`src/rtl/core/ohash_ram.sv`:
```
// generic single-write, single-read ram with registered read data
module ohash_ram #(
    parameter int WIDTH = 8,
    parameter int DEPTH = 64
) (
    input  logic                     i_clk,
    input  logic                     i_wr_en,
    input  logic [$clog2(DEPTH)-1:0] i_wr_addr,
    input  logic [WIDTH-1:0]         i_wr_data,
    input  logic [$clog2(DEPTH)-1:0] i_rd_addr,
    output logic [WIDTH-1:0]         o_rd_data
);

    logic [WIDTH-1:0] r_mem [DEPTH];
    logic [WIDTH-1:0] r_rd_data;

    always_ff @(posedge i_clk) begin
        if (i_wr_en) begin
            r_mem[i_wr_addr] <= i_wr_data;
        end
        r_rd_data <= r_mem[i_rd_addr];
    end

    assign o_rd_data = r_rd_data;

endmodule

```
`config.mk`:
```
export PLATFORM = sky130hd
export DESIGN_NAME = ohash_ram
export DESIGN_NICKNAME = d
export VERILOG_FILES = /design/src/rtl/core/ohash_ram.sv
export SDC_FILE = /design/constraint.sdc
export NUM_CORES = 1
export LEC_CHECK = 0
export BUFFER_PORTS_ARGS = -buffer_cell sky130_fd_sc_hd__buf_4
export CAP_MARGIN = 20
export CORE_MARGIN = 2
export CORE_UTILIZATION = 44
export CTS_CLUSTER_DIAMETER = 120
export DETAILED_ROUTE_END_ITERATION = 10
export PLACE_DENSITY_LB_ADDON = 0.1
export SYNTH_ARGS = -nofsm -noshare
export SYNTH_HDL_FRONTEND = slang
export SYNTH_SLANG_ARGS = --single-unit
export TNS_END_PERCENT = 5
```
`constraint.sdc`:
```
create_clock -name i_clk -period 3.9 [get_ports i_clk]
set_input_delay 0.39 -clock i_clk [delete_from_list [all_inputs] [get_ports i_clk]]
set_output_delay 0.39 -clock i_clk [all_outputs]
set_load 0.05 [all_outputs]
```
==> impl_metrics.prom <==
# TYPE chip_impl_metric gauge
chip_impl_metric{name="synth-edff-count",unit=""} 512
chip_impl_metric{name="postRouteWirelength",unit="um"} 47100
chip_impl_metric{name="fmax",unit="MHz"} 406
chip_impl_metric{name="final-hold-violation-count",unit=""} 0
chip_impl_info{name="ctsRootBufferMaster",value="clkbuf_16"} 1
chip_impl_metric{name="cp_slowest_stage_delay",unit="ps"} 650
chip_impl_metric{name="wl_per_cell",unit="um"} 28.9
chip_impl_info{name="cts_tree",value="built"} 1
chip_impl_metric{name="syn_to_final_growth",unit="%"} 12.7
chip_impl_metric{name="grt_first_pass_wirelength",unit="um"} 68700
chip_impl_metric{name="clock_pin_transition_on_the_worst_setup_and_hold_timing_paths",unit="ps"} 60
chip_impl_info{name="worstHoldPathType",value="in2reg"} 1
chip_impl_metric{name="max-cap-violations",unit=""} 0
chip_impl_metric{name="core_area",unit="um2"} 45300
chip_impl_metric{name="die_w",unit="um"} 218
chip_impl_metric{name="cts_buffer_depth",unit=""} 3
chip_impl_metric{name="synth_seq_area_share",unit="%"} 77.0
chip_impl_metric{name="start_util",unit="%"} 44.5
chip_impl_metric{name="asyncSetResetFlopFracSynth",unit="%"} 0
chip_impl_metric{name="clkSinkCount",unit=""} 520
chip_impl_metric{name="dr_drc_count",unit=""} 0
chip_impl_metric{name="slew_violations",unit=""} 0
chip_impl_metric{name="cts_buffer_count",unit=""} 53
chip_impl_metric{name="ys_seq_elements",unit=""} 520
chip_impl_metric{name="worstSkewPairLatency",unit="ps"} 600
chip_impl_metric{name="setup-violations-final",unit=""} 0
chip_impl_metric{name="ctsResizeCount",unit=""} 0
chip_impl_metric{name="grt_start_max_net_pins",unit=""} 65
chip_impl_metric{name="number_of_cells_produced_by_synthesis",unit=""} 940
chip_impl_metric{name="grt_overflow_total",unit=""} 0
chip_impl_metric{name="post_route_cells_drive_above_1_share",unit="%"} 25.3
chip_impl_metric{name="slew-limit-headroom",unit="%"} 36.9
chip_impl_info{name="synth_ff_type",value="edfxtp_1"} 1
chip_impl_info{name="cp-start-kind",value="primary input"} 1
chip_impl_metric{name="yosysWarnings",unit=""} 0
chip_impl_metric{name="antenna-diode-count",unit=""} 0
chip_impl_metric{name="die_h",unit="um"} 218
chip_impl_metric{name="fp-row-count",unit=""} 78
chip_impl_info{name="timing.critical_path.to_type",value="flip-flop"} 1
chip_impl_metric{name="final_antenna_net_count",unit=""} 0
chip_impl_metric{name="regToRegSetupSlack",unit="ps"} 1540
chip_impl_metric{name="port_buffers",unit=""} 29
chip_impl_metric{name="clock_tree.htree_level_count",unit=""} 2
chip_impl_metric{name="power_per_cell_area",unit="nW/um2"} 522
chip_impl_metric{name="period_share",unit="%"} 63.2
chip_impl_metric{name="postcts_setup_bufs",unit=""} 0
chip_impl_metric{name="routed_via_density",unit=""} 5.76
chip_impl_metric{name="mappedNetlistArea",unit="um2"} 20200
chip_impl_metric{name="ir_drop",unit="uV"} 271
chip_impl_metric{name="grt_pass1_vias",unit=""} 9572
chip_impl_info{name="critPathSlowestCell",value="mux4_2"} 1
chip_impl_metric{name="filler_cell_count",unit=""} 3689
chip_impl_metric{name="gpl.final_weighted_congestion",unit=""} 0.774
chip_impl_metric{name="critPathBufInv",unit=""} 1
chip_impl_info{name="cp_top_family",value="multiplexers"} 1
chip_impl_metric{name="power_leakage",unit="nW"} 7.04
chip_impl_metric{name="crit_path_max_fanout",unit=""} 45
chip_impl_metric{name="worst_ep_arrival_time",unit="ps"} 2910
chip_impl_metric{name="total_vias_in_the_final_route",unit=""} 9383
chip_impl_metric{name="drtIter0Drc",unit=""} 825
chip_impl_metric{name="detailed_place_hpwl",unit="um"} 28300
chip_impl_metric{name="setup_tns",unit="ps"} 0
chip_impl_metric{name="io-pin-count",unit=""} 30
chip_impl_metric{name="grt_antenna_before_repair",unit=""} 2
chip_impl_info{name="grt_setup_unrepaired",value="false"} 1
chip_impl_metric{name="grt.total_usage",unit="%"} 20.5
chip_impl_metric{name="cts_hold_buffers",unit=""} 0
chip_impl_info{name="timing_worst_setup_path_type",value="in2reg"} 1
chip_impl_metric{name="critPathRequiredTime",unit="ps"} 4350
chip_impl_metric{name="final.setup_skew",unit="ps"} 12.0
chip_impl_metric{name="synthesis.nets",unit=""} 962
chip_impl_info{name="crit_chain",value="clkbuf_8 > mux4_2 > mux2_2 > o221a_2 > nor3_1 > o32ai_1"} 1
chip_impl_metric{name="finalNetCount",unit=""} 1012
chip_impl_metric{name="die_area",unit="um2"} 47600
chip_impl_metric{name="drtPass1Iterations",unit=""} 5
chip_impl_metric{name="synthesis.area_per_instance",unit="um2"} 21.5
chip_impl_metric{name="layout_min_cycle_time",unit="ps"} 2460
chip_impl_metric{name="final_hold_slack",unit="ps"} 187
chip_impl_metric{name="yosysUniqueCellTypes",unit=""} 40
chip_impl_info{name="outcome",value="finished, final reports clean"} 1
chip_impl_metric{name="max_slew.worst_pin.slew",unit="ps"} 943
## cell families (layout without fill, tap and decap cells)
kind of cell | after synthesis | after routing | share of synthesized area (%)
mux | 162 | 162 | 15.9
flops | 520 | 520 | 77.0
buf+inv | 51 | 140 | 1.57
simple gates | 153 | 153 | 3.39
compound gates | 54 | 54 | 2.07
## area by class of cell
cell class / instances / area (um2) / area share (%)
flip-flops and latches: 520 / 15500 / 68.4
multi-input cells: 369 / 4330 / 19.0
clock buffers: 71 / 1440 / 6.32
well taps: 600 / 751 / 3.30
repair buffers: 46 / 414 / 1.82
clock inverters: 23 / 260 / 1.15
## cell usage after synthesis (all sizes together), types with 4 or more instances
master / number / area, um2
a211oi: 4 / 30.0
a221oi: 6 / 52.6
buf: 34 / 253
clkbuf: 17 / 63.8
dfxtp: 8 / 160
edfxtp: 512 / 15400
mux2: 13 / 146
mux2i: 23 / 230
mux4: 126 / 2840
nand2: 19 / 71.3
nand2b: 7 / 43.8
nand3: 13 / 65.1
nor2: 83 / 312
nor2b: 14 / 87.6
nor3: 7 / 35.0
o21ai: 4 / 20.0
o221ai: 8 / 70.1
o22ai: 8 / 50.1
## layout by cell type, fill, tap and decap left out, drive strengths merged, types with 4 or more instances in the layout
master and count:
nand3 13, clkinv 16, o22ai 8, mux2i 23
nand2b 7, nor3 7, o221ai 8, dfxtp 8
nor2 83, clkbuf 72, nand2 19, nor2b 14
a221oi 6, bufinv 6, a211oi 4, o21ai 4
mux2 13, buf 45, mux4 126, edfxtp 512
## worst min-delay path: cells and delay by family
| family | cells | cell delay (ps) |
|---|---|---|
| AOI/OAI and AO/OA | 1 | 60 |
| buffers and inverters | 1 | 190 |
| and+or+nand+nor | 1 | 90 |
## final timing paths
path                startpoint      endpoint  depth (start not counted)
hold / removal    i_rd_addr[5]  o_rd_data[0]                          3
setup reg to reg  r_mem[29][4]  o_rd_data[4]                          5
hold reg to reg   r_mem[22][1]  o_rd_data[1]                          4
setup / recovery  i_rd_addr[0]  o_rd_data[4]                          6
## state kept, by name (all words and copies together), names as in the netlist
signal and count:
r_mem 512, o_rd_data 8
## per-stage QoR
stage	util (%)	instance area [um2]	std cells	power (mW)	setup slack [ps]
2_1_floorplan	-	20200	940	6.68	1840
3_3_place_gp	46.4	21000	1535	6.95	802
3_5_place_dp	46.4	21000	1535	6.96	759
4_1_cts	50.2	22700	1629	12.0	1400
5_1_grt	50.2	22700	1629	12.2	1410
6_report	50.2	22700	1629	11.9	1440
## power breakdown
group,switching [mW],total (mW),internal (mW)
Sequential,0.0218,6.21,6.19
Combinational,0.396,0.618,0.222
Clock,2.07,5.03,2.97
Total,2.48,11.9,9.37
## routing by layer
metal	part of all wire (%)	track usage, %	vias up
met5	0.028	0	-
met4	2.5	5.80	2
met3	5.3	4.41	71
met2	48	32.0	243
met1	44	29.4	5037
li1	-	-	4030
Note: power is estimated with default switching activity, not from simulation.
