--- config.mk ---
export PLATFORM = sky130hd
export DESIGN_NAME = ohash_ctrl
export DESIGN_NICKNAME = d
export VERILOG_FILES = /design/src/rtl/core/ohash_pkg.sv /design/src/rtl/core/ohash_ctrl.sv
export SDC_FILE = /design/constraint.sdc
export NUM_CORES = 1
export LEC_CHECK = 0
export BUFFER_PORTS_ARGS = -buffer_cell sky130_fd_sc_hd__buf_4
export CORE_ASPECT_RATIO = 0.8
export CORE_MARGIN = 5
export CORE_UTILIZATION = 28
export DETAILED_ROUTE_END_ITERATION = 8
export GPL_ROUTABILITY_DRIVEN = 0
export RECOVER_POWER = 100
export SYNTH_ARGS = -nofsm -noshare
export SYNTH_HDL_FRONTEND = slang
export SYNTH_SLANG_ARGS = --single-unit
export TNS_END_PERCENT = 50
--- constraint.sdc ---
create_clock -name i_clk -period 9 [get_ports i_clk]
set_input_delay 0.9 -clock i_clk [delete_from_list [all_inputs] [get_ports i_clk]]
set_output_delay 0.9 -clock i_clk [all_outputs]
set_load 0.005 [all_outputs]
--- src/rtl/core/ohash_pkg.sv ---
// shared types and constants for the open-addressing hash table
package ohash_pkg;

    localparam int TABLE_SIZE_DEF = 64;
    localparam int CNT_W          = 7;

    localparam logic [2:0] OP_PUT       = 3'd0;
    localparam logic [2:0] OP_PUT_NEW   = 3'd1;
    localparam logic [2:0] OP_GET       = 3'd2;
    localparam logic [2:0] OP_DEL       = 3'd3;
    localparam logic [2:0] OP_DEL_MATCH = 3'd4;

    localparam logic [2:0] ST_OK       = 3'd0;
    localparam logic [2:0] ST_NOTFOUND = 3'd1;
    localparam logic [2:0] ST_EXISTS   = 3'd2;
    localparam logic [2:0] ST_MISMATCH = 3'd3;
    localparam logic [2:0] ST_INVALID  = 3'd4;
    localparam logic [2:0] ST_FULL     = 3'd5;

    typedef logic [CNT_W-1:0] t_count;

    typedef struct packed {
        logic [2:0]  op;
        logic [31:0] key;
        logic [31:0] key_hash;
        logic [31:0] value;
    } t_item;

    typedef struct packed {
        logic [2:0]  status;
        logic [31:0] value_out;
        t_count      live_count;
        t_count      occupied_count;
    } t_result;

    // one table slot as held in the memory
    typedef struct packed {
        logic [31:0] hash;
        logic        tomb;
        logic [31:0] key;
        logic [31:0] value;
    } t_entry;

endpackage

--- src/rtl/core/ohash_ctrl.sv ---
// probe sequencer: walks the probe path through the slot ram and applies the op
module ohash_ctrl #(
    parameter int TABLE_SIZE = ohash_pkg::TABLE_SIZE_DEF
) (
    input  logic                          i_clk,
    input  logic                          i_rst_n,
    input  logic                          i_start,
    input  ohash_pkg::t_item              i_item,
    output logic                          o_busy,
    output logic                          o_done,
    output ohash_pkg::t_result            o_result,
    output logic                          o_wr_en,
    output logic [$clog2(TABLE_SIZE)-1:0] o_wr_addr,
    output ohash_pkg::t_entry             o_wr_data,
    output logic [$clog2(TABLE_SIZE)-1:0] o_rd_addr,
    input  ohash_pkg::t_entry             i_rd_data
);

    localparam int AW = $clog2(TABLE_SIZE);
    localparam int CW = $clog2(TABLE_SIZE + 1);

    typedef enum logic [1:0] {
        S_IDLE,
        S_PROBE,
        S_MOVE
    } t_state;

    t_state             r_state, n_state;
    logic [2:0]         r_op, n_op;
    logic [31:0]        r_key, n_key;
    logic [31:0]        r_hk, n_hk;
    logic [31:0]        r_val, n_val;
    logic [AW-1:0]      r_start, n_start;
    logic [AW-1:0]      r_inc, n_inc;
    logic [AW-1:0]      r_cur, n_cur;
    logic               r_have, n_have;
    logic [AW-1:0]      r_reuse, n_reuse;
    logic [CW-1:0]      r_live, n_live;
    logic [CW-1:0]      r_occ, n_occ;
    logic [TABLE_SIZE-1:0] r_valid, n_valid;
    logic               r_rd_vld, n_rd_vld;
    logic               r_done, n_done;
    ohash_pkg::t_result r_res, n_res;

    ohash_pkg::t_entry  d;
    logic               adding;
    logic               l_have;
    logic [AW-1:0]      l_reuse;
    logic [AW-1:0]      nxt;
    logic [AW-1:0]      s0;

    always_comb begin
        n_state  = r_state;
        n_op     = r_op;
        n_key    = r_key;
        n_hk     = r_hk;
        n_val    = r_val;
        n_start  = r_start;
        n_inc    = r_inc;
        n_cur    = r_cur;
        n_have   = r_have;
        n_reuse  = r_reuse;
        n_live   = r_live;
        n_occ    = r_occ;
        n_valid  = r_valid;
        n_done   = 1'b0;
        n_res    = r_res;
        o_wr_en   = 1'b0;
        o_wr_addr = r_cur;
        o_wr_data = '0;
        o_rd_addr = r_cur;

        // slots never written read as blank
        d       = r_rd_vld ? i_rd_data : '0;
        adding  = (r_op == ohash_pkg::OP_PUT) || (r_op == ohash_pkg::OP_PUT_NEW);
        nxt     = r_cur + r_inc;
        l_have  = r_have;
        l_reuse = r_reuse;
        s0      = i_item.key_hash[AW-1:0];

        case (r_state)
            S_IDLE: begin
                o_rd_addr = s0;
                if (i_start) begin
                    n_op    = i_item.op;
                    n_key   = i_item.key;
                    n_hk    = i_item.key_hash;
                    n_val   = i_item.value;
                    n_start = s0;
                    n_inc   = s0 | AW'(1);
                    n_cur   = s0;
                    n_have  = 1'b0;
                    n_res   = '0;
                    if (i_item.op > ohash_pkg::OP_DEL_MATCH || i_item.key_hash == '0) begin
                        n_res.status = ohash_pkg::ST_INVALID;
                        n_done       = 1'b1;
                    end else begin
                        n_state = S_PROBE;
                    end
                end
            end
            S_PROBE: begin
                n_res.status    = ohash_pkg::ST_OK;
                n_res.value_out = '0;
                if (d.hash == r_hk && d.key == r_key) begin
                    n_res.value_out = d.value;
                    n_state         = S_IDLE;
                    n_done          = 1'b1;
                    if (adding) begin
                        if (r_op == ohash_pkg::OP_PUT_NEW) begin
                            n_res.status = ohash_pkg::ST_EXISTS;
                        end
                        if (r_have) begin
                            // move the entry into the earliest tombstone
                            o_wr_en   = 1'b1;
                            o_wr_addr = r_reuse;
                            o_wr_data = '{hash: r_hk, tomb: 1'b0, key: r_key,
                                value: (r_op == ohash_pkg::OP_PUT) ? r_val : d.value};
                            n_state   = S_MOVE;
                            n_done    = 1'b0;
                        end else if (r_op == ohash_pkg::OP_PUT) begin
                            o_wr_en   = 1'b1;
                            o_wr_data = '{hash: r_hk, tomb: 1'b0, key: r_key, value: r_val};
                        end
                    end else if (r_op == ohash_pkg::OP_DEL_MATCH && d.value != r_val) begin
                        n_res.status = ohash_pkg::ST_MISMATCH;
                    end else if (r_op != ohash_pkg::OP_GET) begin
                        o_wr_en   = 1'b1;
                        o_wr_data = '{hash: '0, tomb: 1'b1, key: d.key, value: d.value};
                        n_live    = r_live - CW'(1);
                    end
                end else if (d.hash == '0 && !d.tomb) begin
                    // blank slot ends the probe
                    n_state = S_IDLE;
                    n_done  = 1'b1;
                    if (adding) begin
                        o_wr_en   = 1'b1;
                        o_wr_addr = r_have ? r_reuse : r_cur;
                        o_wr_data = '{hash: r_hk, tomb: 1'b0, key: r_key, value: r_val};
                        n_live    = r_live + CW'(1);
                        if (!r_have) begin
                            n_occ = r_occ + CW'(1);
                        end
                    end else begin
                        n_res.status = ohash_pkg::ST_NOTFOUND;
                    end
                end else begin
                    if (d.hash == '0 && adding && !r_have) begin
                        l_have  = 1'b1;
                        l_reuse = r_cur;
                    end
                    n_have  = l_have;
                    n_reuse = l_reuse;
                    if (nxt == r_start) begin
                        // full wrap
                        n_state = S_IDLE;
                        n_done  = 1'b1;
                        if (adding && l_have) begin
                            o_wr_en   = 1'b1;
                            o_wr_addr = l_reuse;
                            o_wr_data = '{hash: r_hk, tomb: 1'b0, key: r_key, value: r_val};
                            n_live    = r_live + CW'(1);
                        end else if (adding) begin
                            n_res.status = ohash_pkg::ST_FULL;
                        end else begin
                            n_res.status = ohash_pkg::ST_NOTFOUND;
                        end
                    end else begin
                        n_cur     = nxt;
                        o_rd_addr = nxt;
                    end
                end
            end
            S_MOVE: begin
                // old slot of a moved entry becomes a tombstone
                o_wr_en   = 1'b1;
                o_wr_data = '{hash: '0, tomb: 1'b1, key: r_key, value: r_val};
                n_state   = S_IDLE;
                n_done    = 1'b1;
            end
            default: begin
                n_state = S_IDLE;
            end
        endcase

        if (o_wr_en) begin
            n_valid[o_wr_addr] = 1'b1;
        end
        n_rd_vld = r_valid[o_rd_addr];
        n_res.live_count     = ohash_pkg::t_count'(n_live);
        n_res.occupied_count = ohash_pkg::t_count'(n_occ);
    end

    always_ff @(posedge i_clk) begin
        if (!i_rst_n) begin
            r_state <= S_IDLE;
            r_live  <= '0;
            r_occ   <= '0;
            r_valid <= '0;
            r_done  <= 1'b0;
            r_have  <= 1'b0;
        end else begin
            r_state <= n_state;
            r_live  <= n_live;
            r_occ   <= n_occ;
            r_valid <= n_valid;
            r_done  <= n_done;
            r_have  <= n_have;
        end
        r_op     <= n_op;
        r_key    <= n_key;
        r_hk     <= n_hk;
        r_val    <= n_val;
        r_start  <= n_start;
        r_inc    <= n_inc;
        r_cur    <= n_cur;
        r_reuse  <= n_reuse;
        r_rd_vld <= n_rd_vld;
        r_res    <= n_res;
    end

    assign o_busy   = (r_state != S_IDLE);
    assign o_done   = r_done;
    assign o_result = r_res;

endmodule

==> impl_results.rst, run 1 <==
.. list-table::
   :header-rows: 1

   * - Metric
     - Value
   * - Capture instance of the worst register-to-register path
     - r_rd_vld$_DFF_P_
   * - Crit path DAT
     - 6.50 ns
   * - Clock tree buffer depth
     - 3
   * - Total Nets Final
     - 1800
   * - Met1 Resource Use GR
     - 0.241
   * - Die height
     - 204 um
   * - Number of synthesized flops with an enable pin
     - 146
   * - Share of async-settable or async-resettable flops after synthesis
     - 0
   * - Yosys warning count
     - 0
   * - Post-cts gate resize count
     - 0
   * - Max VDD drop
     - 0.129 mV
   * - # clock sinks
     - 243
   * - Post-CTS clock slew at the launch and capture registers of the worst setup and hold paths
     - 0.06 ns
   * - Startpoint class of the critical path
     - flip-flop
   * - Worst hold path class
     - reg -> reg
   * - Maximum clock skew at final layout
     - 0.0206 ns
   * - Via count of the first global-routing pass
     - 11500
   * - Mean instance size in the synthesized netlist
     - 10.5 um2
   * - Die ar.
     - 51700 um2
   * - Relative slew slack
     - -2.04
   * - Slack of the worst reg-to-reg path
     - 2.85 ns
   * - Critical path start-end classification
     - reg -> out
   * - # H-tree levels
     - 1
   * - R2R depth
     - 15
   * - Number of design-rule violations left by the first detailed-router iteration
     - 926
   * - Number of different library cells in the post-synthesis netlist
     - 74
   * - Routed length per instance
     - 21.4 um
   * - Final setup violation count
     - 0
   * - Core ar.
     - 46900 um2
   * - Global routing usage on met2
     - 0.285
   * - Num ports
     - 360
   * - Root cell of the clock tree
     - sky130_fd_sc_hd__clkbuf_16
   * - Top_reg_cell synth
     - sky130_fd_sc_hd__edfxtp_1
   * - Routed Antenna Nets
     - 0
   * - Slew @ Worst Pin
     - 4.56 ns
   * - Relative area change from synthesis to final layout
     - 28.9%
   * - Critical path origin
     - r_rd_vld$_DFF_P_
   * - Number of storage elements in the synthesis netlist
     - 243
   * - Wire length of the first global-routing pass
     - 70200 um
   * - Ratio of routed vias to standard cells
     - 5.33
   * - Final TNS setup
     - 0 ns
   * - Wirelength, routed
     - 47800 um
   * - Critical Path Fanout Max
     - 80
   * - I/O Buffers
     - 359
   * - Cells after synthesis
     - 1262
   * - Share of the yosys chip area belonging to registers
     - 0.478
   * - Worst setup EP type
     - output port
   * - Met3 GRT Util
     - 0.0336
   * - Overall fraction of global-route tracks in use
     - 0.173
   * - Run status
     - finished, violations left
   * - End point of the critical path
     - o_wr_data[57]
   * - Failing checks
     - capacitance limit, slew limit
   * - TritonCTS clock tree
     - done
   * - Highest clock frequency the design can meet
     - 135 MHz
   * - Total leakage power
     - 6.29 nW
   * - RSZ-0062 raised after global routing
     - no
   * - Most utilized layer in the global route result
     - met2
   * - Maximum number of pins on one net before global-route repair
     - 98
   * - Source-to-sink clock delay at the later pin of the worst-skew pair
     - 0.57 ns
   * - Power density normalized to cell area
     - 181 nW/um2
   * - Number of remaining DRC errors
     - 0
   * - Worst reg2reg path startpoint
     - r_rd_vld$_DFF_P_
   * - Required time of the critical path
     - 8.10 ns
   * - Std cell rows
     - 71
   * - Number of nets produced by synthesis
     - 1473
   * - Max-cap violation count
     - 3
   * - Proportion of layout cells with a drive suffix above 1
     - 0.230
   * - DP Wirelength
     - 35200 um
   * - Width of the die
     - 253 um
   * - Post-route minimum period
     - 7.40 ns
   * - Inserted Clock Buffers
     - 29
   * - Cell area after synthesis
     - 13200 um2
   * - Inserted Diodes
     - 0
   * - Total number of vias
     - 11900
   * - Total overflow reported by the global router
     - 0
   * - Post-layout util
     - 0.364
   * - Final hold violations
     - 0
   * - Starting Density
     - 0.282
   * - Number of buffers inserted for hold repair after clock tree synthesis
     - 0
   * - Post CTS Setup Buffer Count
     - 0
   * - Detailed-routing iteration count for the pre-antenna-repair pass
     - 5
   * - Final period utilization
     - 0.822
   * - Total count of max-transition violations in the final report
     - 213
   * - Initial antenna violation count
     - 4
-- Yosys cell counts, types with 6 or more instances --
library cell	number	area, um2
sky130_fd_sc_hd__nand4b_1	28	245
sky130_fd_sc_hd__nor2_1	61	229
sky130_fd_sc_hd__nor4_1	21	131
sky130_fd_sc_hd__nor2b_1	69	432
sky130_fd_sc_hd__and3_1	38	238
sky130_fd_sc_hd__mux2i_1	39	390
sky130_fd_sc_hd__dfxtp_1	97	1940
sky130_fd_sc_hd__nor4bb_1	12	120
sky130_fd_sc_hd__xnor2_1	33	289
sky130_fd_sc_hd__xor2_1	29	254
sky130_fd_sc_hd__edfxtp_1	146	4380
sky130_fd_sc_hd__a21oi_1	14	70.1
sky130_fd_sc_hd__o22ai_1	44	275
sky130_fd_sc_hd__inv_1	32	120
sky130_fd_sc_hd__nand3_1	36	180
sky130_fd_sc_hd__nor3_1	44	220
sky130_fd_sc_hd__buf_2	9	45.0
sky130_fd_sc_hd__clkbuf_1	51	191
sky130_fd_sc_hd__o21ai_0	37	185
sky130_fd_sc_hd__a31o_2	8	70.1
sky130_fd_sc_hd__a22oi_1	79	593
sky130_fd_sc_hd__ha_1	11	138
sky130_fd_sc_hd__nand4_1	15	93.8
sky130_fd_sc_hd__and2_1	54	338
sky130_fd_sc_hd__buf_6	6	67.6
sky130_fd_sc_hd__mux2_2	17	191
sky130_fd_sc_hd__a22o_1	68	596
sky130_fd_sc_hd__o21a_1	29	218
sky130_fd_sc_hd__nand2_1	49	184
-- metrics by stage --
step           area (um2)  total power, W  instances  setup WS, ns  hold slack, ns
6_report            17100         0.00308       2231          1.60           0.437
5_1_grt             17100         0.00322       2231         0.980           0.452
4_1_cts             17400         0.00314       2231          2.34           0.437
3_5_place_dp        16500         0.00196       2178          2.97           0.440
3_3_place_gp        16500         0.00194       2178          3.10           0.440
2_1_floorplan       13200         0.00172       1262          4.50           0.426
-- cell type report --
cell class / count / area, um2
well taps: 620 / 776
multi-input cells: 917 / 6430
fillers: 4727 / 29900
inverters: 32 / 121
clock inverters: 14 / 97.6
clock buffers: 39 / 838
repair buffers: 366 / 2460
flip-flops and latches: 243 / 6330
-- placed cells by master, fill, tap and decap left out, drive strengths merged, types with 36 or more instances in the layout --
master | synthesis | final
nor2 | 63 | 63
mux2i | 39 | 39
buf | 19 | 115
a22oi | 79 | 79
edfxtp | 146 | 146
nand2 | 49 | 49
clkbuf | 51 | 290
nor3 | 45 | 45
nand3 | 36 | 36
and2 | 54 | 54
nor2b | 69 | 69
a22o | 68 | 68
o22ai | 44 | 44
o21ai | 41 | 41
dfxtp | 97 | 97
and3 | 38 | 38
-- power by group --
part	internal [W]	switching, W	total, W
sequential	0.00125	0.0000978	0.00135
clock	0.000678	0.000482	0.00116
combinational	0.000246	0.000320	0.000566
total	0.00218	0.000900	0.00308
-- cell families (layout without fill, tap and decap cells) --
kind of cell / count (synthesis) / in the layout / synth area share
flip-flops: 243 / 243 / 0.478
AND/OR/NAND/NOR: 452 / 452 / 0.199
AO/OA/AOI/OAI: 331 / 331 / 0.185
buffers and inverters: 102 / 451 / 0.0343
adder cells (fa/ha/maj): 12 / 12 / 0.0119
multiplexers: 59 / 59 / 0.0491
XOR/XNOR: 63 / 63 / 0.0428
-- flip-flops by register name, summed over array words and instances, names as in the netlist --
signal    cells
r_valid      64
o_result     49
r_hk         32
r_key        32
r_val        32
r_live        7
r_occ         7
r_cur         6
r_reuse       6
r_op          3
r_state       2
o_done        1
r_have        1
r_rd_vld      1
-- metal layers --
metal,vias up,wire length [um]
li1,5496,-
met1,5819,21000
met2,513,22000
met3,51,4050
met4,2,745
met5,-,13
-- critical path, cell delays in order, from the launching register on --
cell                       delay (ns)
sky130_fd_sc_hd__dfxtp_4         0.89
sky130_fd_sc_hd__buf_4           0.57
sky130_fd_sc_hd__nand4b_1        0.15
sky130_fd_sc_hd__o22ai_1         0.18
sky130_fd_sc_hd__o22ai_1         0.10
sky130_fd_sc_hd__nor4_1          0.57
sky130_fd_sc_hd__and4_1          0.59
sky130_fd_sc_hd__o21ai_0         0.30
sky130_fd_sc_hd__nor2_2          0.20
sky130_fd_sc_hd__clkbuf_1        1.00
sky130_fd_sc_hd__or2_2           0.77
sky130_fd_sc_hd__a22oi_1         0.19
sky130_fd_sc_hd__nor2b_1         0.18
sky130_fd_sc_hd__clkbuf_1        0.18
-- worst min path at each step --
stage                                    start                   end  slack [ns]  cells past startpoint
final                     r_live[6]$_SDFF_PN0_  o_result[13]$_DFF_P_        0.44                      1
after detailed placement  r_live[6]$_SDFF_PN0_  o_result[13]$_DFF_P_        0.44                      1
after global placement     r_occ[6]$_SDFF_PN0_   o_result[6]$_DFF_P_        0.44                      1
after floorplan            r_occ[6]$_SDFF_PN0_   o_result[6]$_DFF_P_        0.43                      1
after global routing      r_live[6]$_SDFF_PN0_  o_result[13]$_DFF_P_        0.45                      1
after CTS                 r_live[6]$_SDFF_PN0_  o_result[13]$_DFF_P_        0.44                      1
(Power assumes the default switching activity.)
==> inputs of run 2 (changes only) <==
==> constraint.sdc (replaced) <==
create_clock -name i_clk -period 7 [get_ports i_clk]
set_input_delay 0.7 -clock i_clk [delete_from_list [all_inputs] [get_ports i_clk]]
set_output_delay 0.7 -clock i_clk [all_outputs]
set_load 0.005 [all_outputs]
==> impl_results.rst, run 2 (synthesis results as in run 1) <==
.. list-table::
   :header-rows: 1

   * - Metric
     - Value
   * - Post CTS Setup Buffer Count
     - 0 (unchanged)
   * - Total number of vias
     - 11900 (+0.15%)
   * - Crit path DAT
     - 5.41 ns (-1.09 ns)
   * - Cell Count, Final, Fillers Out
     - 2239 (+0.36%)
   * - Post-CTS clock slew at the launch and capture registers of the worst setup and hold paths
     - 0.07 ns (about the same)
   * - Worst reg2reg path startpoint
     - r_rd_vld$_DFF_P_
   * - Std cell rows
     - 71 (unchanged)
   * - Run status
     - finished, violations left
   * - Routed length per instance
     - 21.3 um (-0.59%)
   * - Number of flip-flops in the largest register
     - 64 (unchanged)
   * - Relative contribution of combinational cells to total power
     - 0.180 (-0.004)
   * - Slack of the worst reg-to-reg path
     - 1.22 ns (-1.63 ns)
   * - Relative slew slack
     - -0.948 (+1.09)
   * - Source-to-sink clock delay at the later pin of the worst-skew pair
     - 0.58 ns (about the same)
   * - Part of the total power dissipated in the clock network
     - 0.401 (+0.024)
   * - Final setup violation count
     - 0 (unchanged)
   * - Via count of the first global-routing pass
     - 11400 (-1.2%)
   * - Die ar.
     - 51700 um2 (unchanged)
   * - Initial antenna violation count
     - 1 (-3)
   * - Total overflow reported by the global router
     - 0 (unchanged)
   * - Root cell of the clock tree
     - sky130_fd_sc_hd__clkbuf_16
   * - Most frequent standard cell in the layout excluding fill and tap cells
     - sky130_fd_sc_hd__clkbuf_4
   * - Sw Share
     - 0.287 (-0.00512)
   * - Power density normalized to cell area
     - 240 nW/um2 (+33%)
   * - Starting Density
     - 0.282 (unchanged)
   * - Width of the die
     - 253 um (unchanged)
   * - Proportion of layout cells with a drive suffix above 1
     - 0.237 (+0.00657)
   * - Post-cts gate resize count
     - 0 (unchanged)
   * - Hold slack
     - 0.311 ns (-0.126 ns)
   * - Number of remaining DRC errors
     - 0 (unchanged)
   * - Die height
     - 204 um (unchanged)
   * - Relative area change from synthesis to final layout
     - 30.2%
   * - Maximum clock skew at final layout
     - 0.0261 ns (+0.00548 ns)
   * - Post-layout util
     - 0.367 (+0.00363)
   * - Number of design-rule violations left by the first detailed-router iteration
     - 924 (-0.22%)
   * - Required time of the critical path
     - 6.30 ns (-1.80 ns)
   * - Post-layout power
     - 0.00413 W (+34%)
   * - Critical path origin
     - r_rd_vld$_DFF_P_
   * - Internal power contribution
     - 0.00294 W (+35%)
   * - Register name with the most flops
     - r_valid
   * - I/O Buffers
     - 359 (unchanged)
   * - Leading cell types in the layout, fill and taps excluded
     - sky130_fd_sc_hd__clkbuf_4 (185), sky130_fd_sc_hd__edfxtp_1 (146), sky130_fd_sc_hd__buf_4 (111)
   * - Worst setup EP type
     - output port
   * - Total Nets Final
     - 1804 (+0.22%)
   * - Highest clock frequency the design can meet
     - 164 MHz
   * - Inserted Clock Buffers
     - 30 (+3.4%)
   * - DP Wirelength
     - 35300 um (about the same)
   * - Num ports
     - 360 (unchanged)
   * - Final TNS setup
     - 0 ns (unchanged)
   * - Wirelength, routed
     - 47700 um (-0.24%)
   * - Placed instance count
     - 2181 (+0.14%)
   * - # clock sinks
     - 243 (unchanged)
   * - Max-cap violation count
     - 4 (+1)
   * - Ratio of routed vias to standard cells
     - 5.31 (-0.21%)
   * - Post-route minimum period
     - 6.11 ns
   * - Worst min-delay path startpoint
     - i_item[92]
   * - # H-tree levels
     - 1 (unchanged)
   * - Clock tree buffer depth
     - 3 (unchanged)
   * - Switching power total
     - 0.00119 W (+32%)
   * - Worst hold path class
     - in -> reg
   * - Total count of max-transition violations in the final report
     - 238 (+12%)
   * - Total leakage power
     - 6.40 nW (+1.6%)
   * - Overall fraction of global-route tracks in use
     - 0.174 (+0.000628)
   * - Slew @ Worst Pin
     - 2.92 ns (-1.64 ns)
   * - End point of the critical path
     - o_wr_data[44]
   * - Maximum number of pins on one net before global-route repair
     - 98 (unchanged)
   * - Startpoint class of the critical path
     - flip-flop
   * - Failing checks
     - capacitance limit, slew limit
   * - Number of buffers inserted for hold repair after clock tree synthesis
     - 0 (unchanged)
   * - Max VDD drop
     - 0.162 mV (+26%)
   * - Detailed-routing iteration count for the pre-antenna-repair pass
     - 5 (unchanged)
   * - Critical Path Fanout Max
     - 74 (-7.5%)
   * - Routed Antenna Nets
     - 0 (unchanged)
   * - RSZ-0062 raised after global routing
     - no
   * - TritonCTS clock tree
     - done
   * - Final hold violations
     - 0 (unchanged)
   * - Core ar.
     - 46900 um2 (unchanged)
   * - Wire length of the first global-routing pass
     - 70400 um (+0.17%)
   * - Critical path start-end classification
     - reg -> out
   * - R2R depth
     - 14 (-1)
   * - Capture instance of the worst register-to-register path
     - r_rd_vld$_DFF_P_
   * - Final period utilization
     - 0.872
   * - Portion of total power attributed to sequential cells
     - 0.419 (-0.020)
-- run 2: cell count changes in the layout (fill, tap and decap cells not counted), moves of 2 or more --
cell / before / now
sky130_fd_sc_hd__and2_1: 25 / 37
sky130_fd_sc_hd__clkinv_1: 7 / 1
sky130_fd_sc_hd__clkinv_4: 2 / 0
sky130_fd_sc_hd__and2_0: 29 / 17
sky130_fd_sc_hd__buf_4: 113 / 111
sky130_fd_sc_hd__buf_1: 2 / 0
sky130_fd_sc_hd__clkbuf_16: 30 / 35
sky130_fd_sc_hd__clkbuf_4: 178 / 185
sky130_fd_sc_hd__diode_2: 0 / 2
-- run 2: worst min path at each step --
stage	to	cells past startpoint
finish	r_key[28]$_DFFE_PP_	1
global route	r_key[23]$_DFFE_PP_	1
CTS	r_key[10]$_DFFE_PP_	1
detailed placement	o_result[6]$_DFF_P_	1
global placement	o_result[6]$_DFF_P_	1
floorplan	o_result[6]$_DFF_P_	1
-- run 2: layout make-up --
type,count,area (um2)
antenna,2,5.00
clock buffer,47,992
clock inverter,9,85.1
fill,4737,29700
inverter,32,121
multi-input combinational,917,6430
sequential,243,6330
tap,620,776
timing repair buffer,369,2490
-- run 2: power groups by stage --
| stage | Sequential (W) | Combinational (W) | Clock [W] |
|---|---|---|---|
| 6_report | 0.00173 | 0.000743 | 0.00165 |
| 5_1_grt | 0.00174 | 0.000809 | 0.00176 |
| 4_1_cts | 0.00173 | 0.000771 | 0.00171 |
| 3_5_place_dp | 0.00176 | 0.000767 | 0 |
| 3_3_place_gp | 0.00175 | 0.000753 | 0 |
| 2_1_floorplan | 0.00169 | 0.000521 | 0 |
-- run 2: stage by stage --
stage                     instance area [um2]  setup slack (ns)
final                                   17200             0.893
after global routing                    17200             0.439
after CTS                               17600              1.06
after detailed placement                16500              1.52
after global placement                  16500              1.71
after floorplan                         13200              2.51
-- run 2: critical path: stages (launching register included) --
cell	delay [ns]
sky130_fd_sc_hd__dfxtp_4	0.82
sky130_fd_sc_hd__buf_4	0.47
sky130_fd_sc_hd__nand4b_1	0.14
sky130_fd_sc_hd__o22ai_1	0.26
sky130_fd_sc_hd__o22ai_1	0.14
sky130_fd_sc_hd__nor4_1	0.37
sky130_fd_sc_hd__and4_1	0.57
sky130_fd_sc_hd__o21ai_0	0.29
sky130_fd_sc_hd__nor2_2	0.20
sky130_fd_sc_hd__buf_4	0.32
sky130_fd_sc_hd__or2_2	0.64
sky130_fd_sc_hd__a22oi_1	0.23
sky130_fd_sc_hd__nor2b_1	0.15
sky130_fd_sc_hd__clkbuf_4	0.15
-- run 2: layer usage --
metal / vias to the layer above / part of all wire / global-route usage
li1: 5520 / - / -
met1: 5849 / 0.46 / 0.249
met2: 456 / 0.45 / 0.274
met3: 74 / 0.073 / 0.0309
met4: 0 / 0.025 / 0.0407
met5: - / 0 / 0
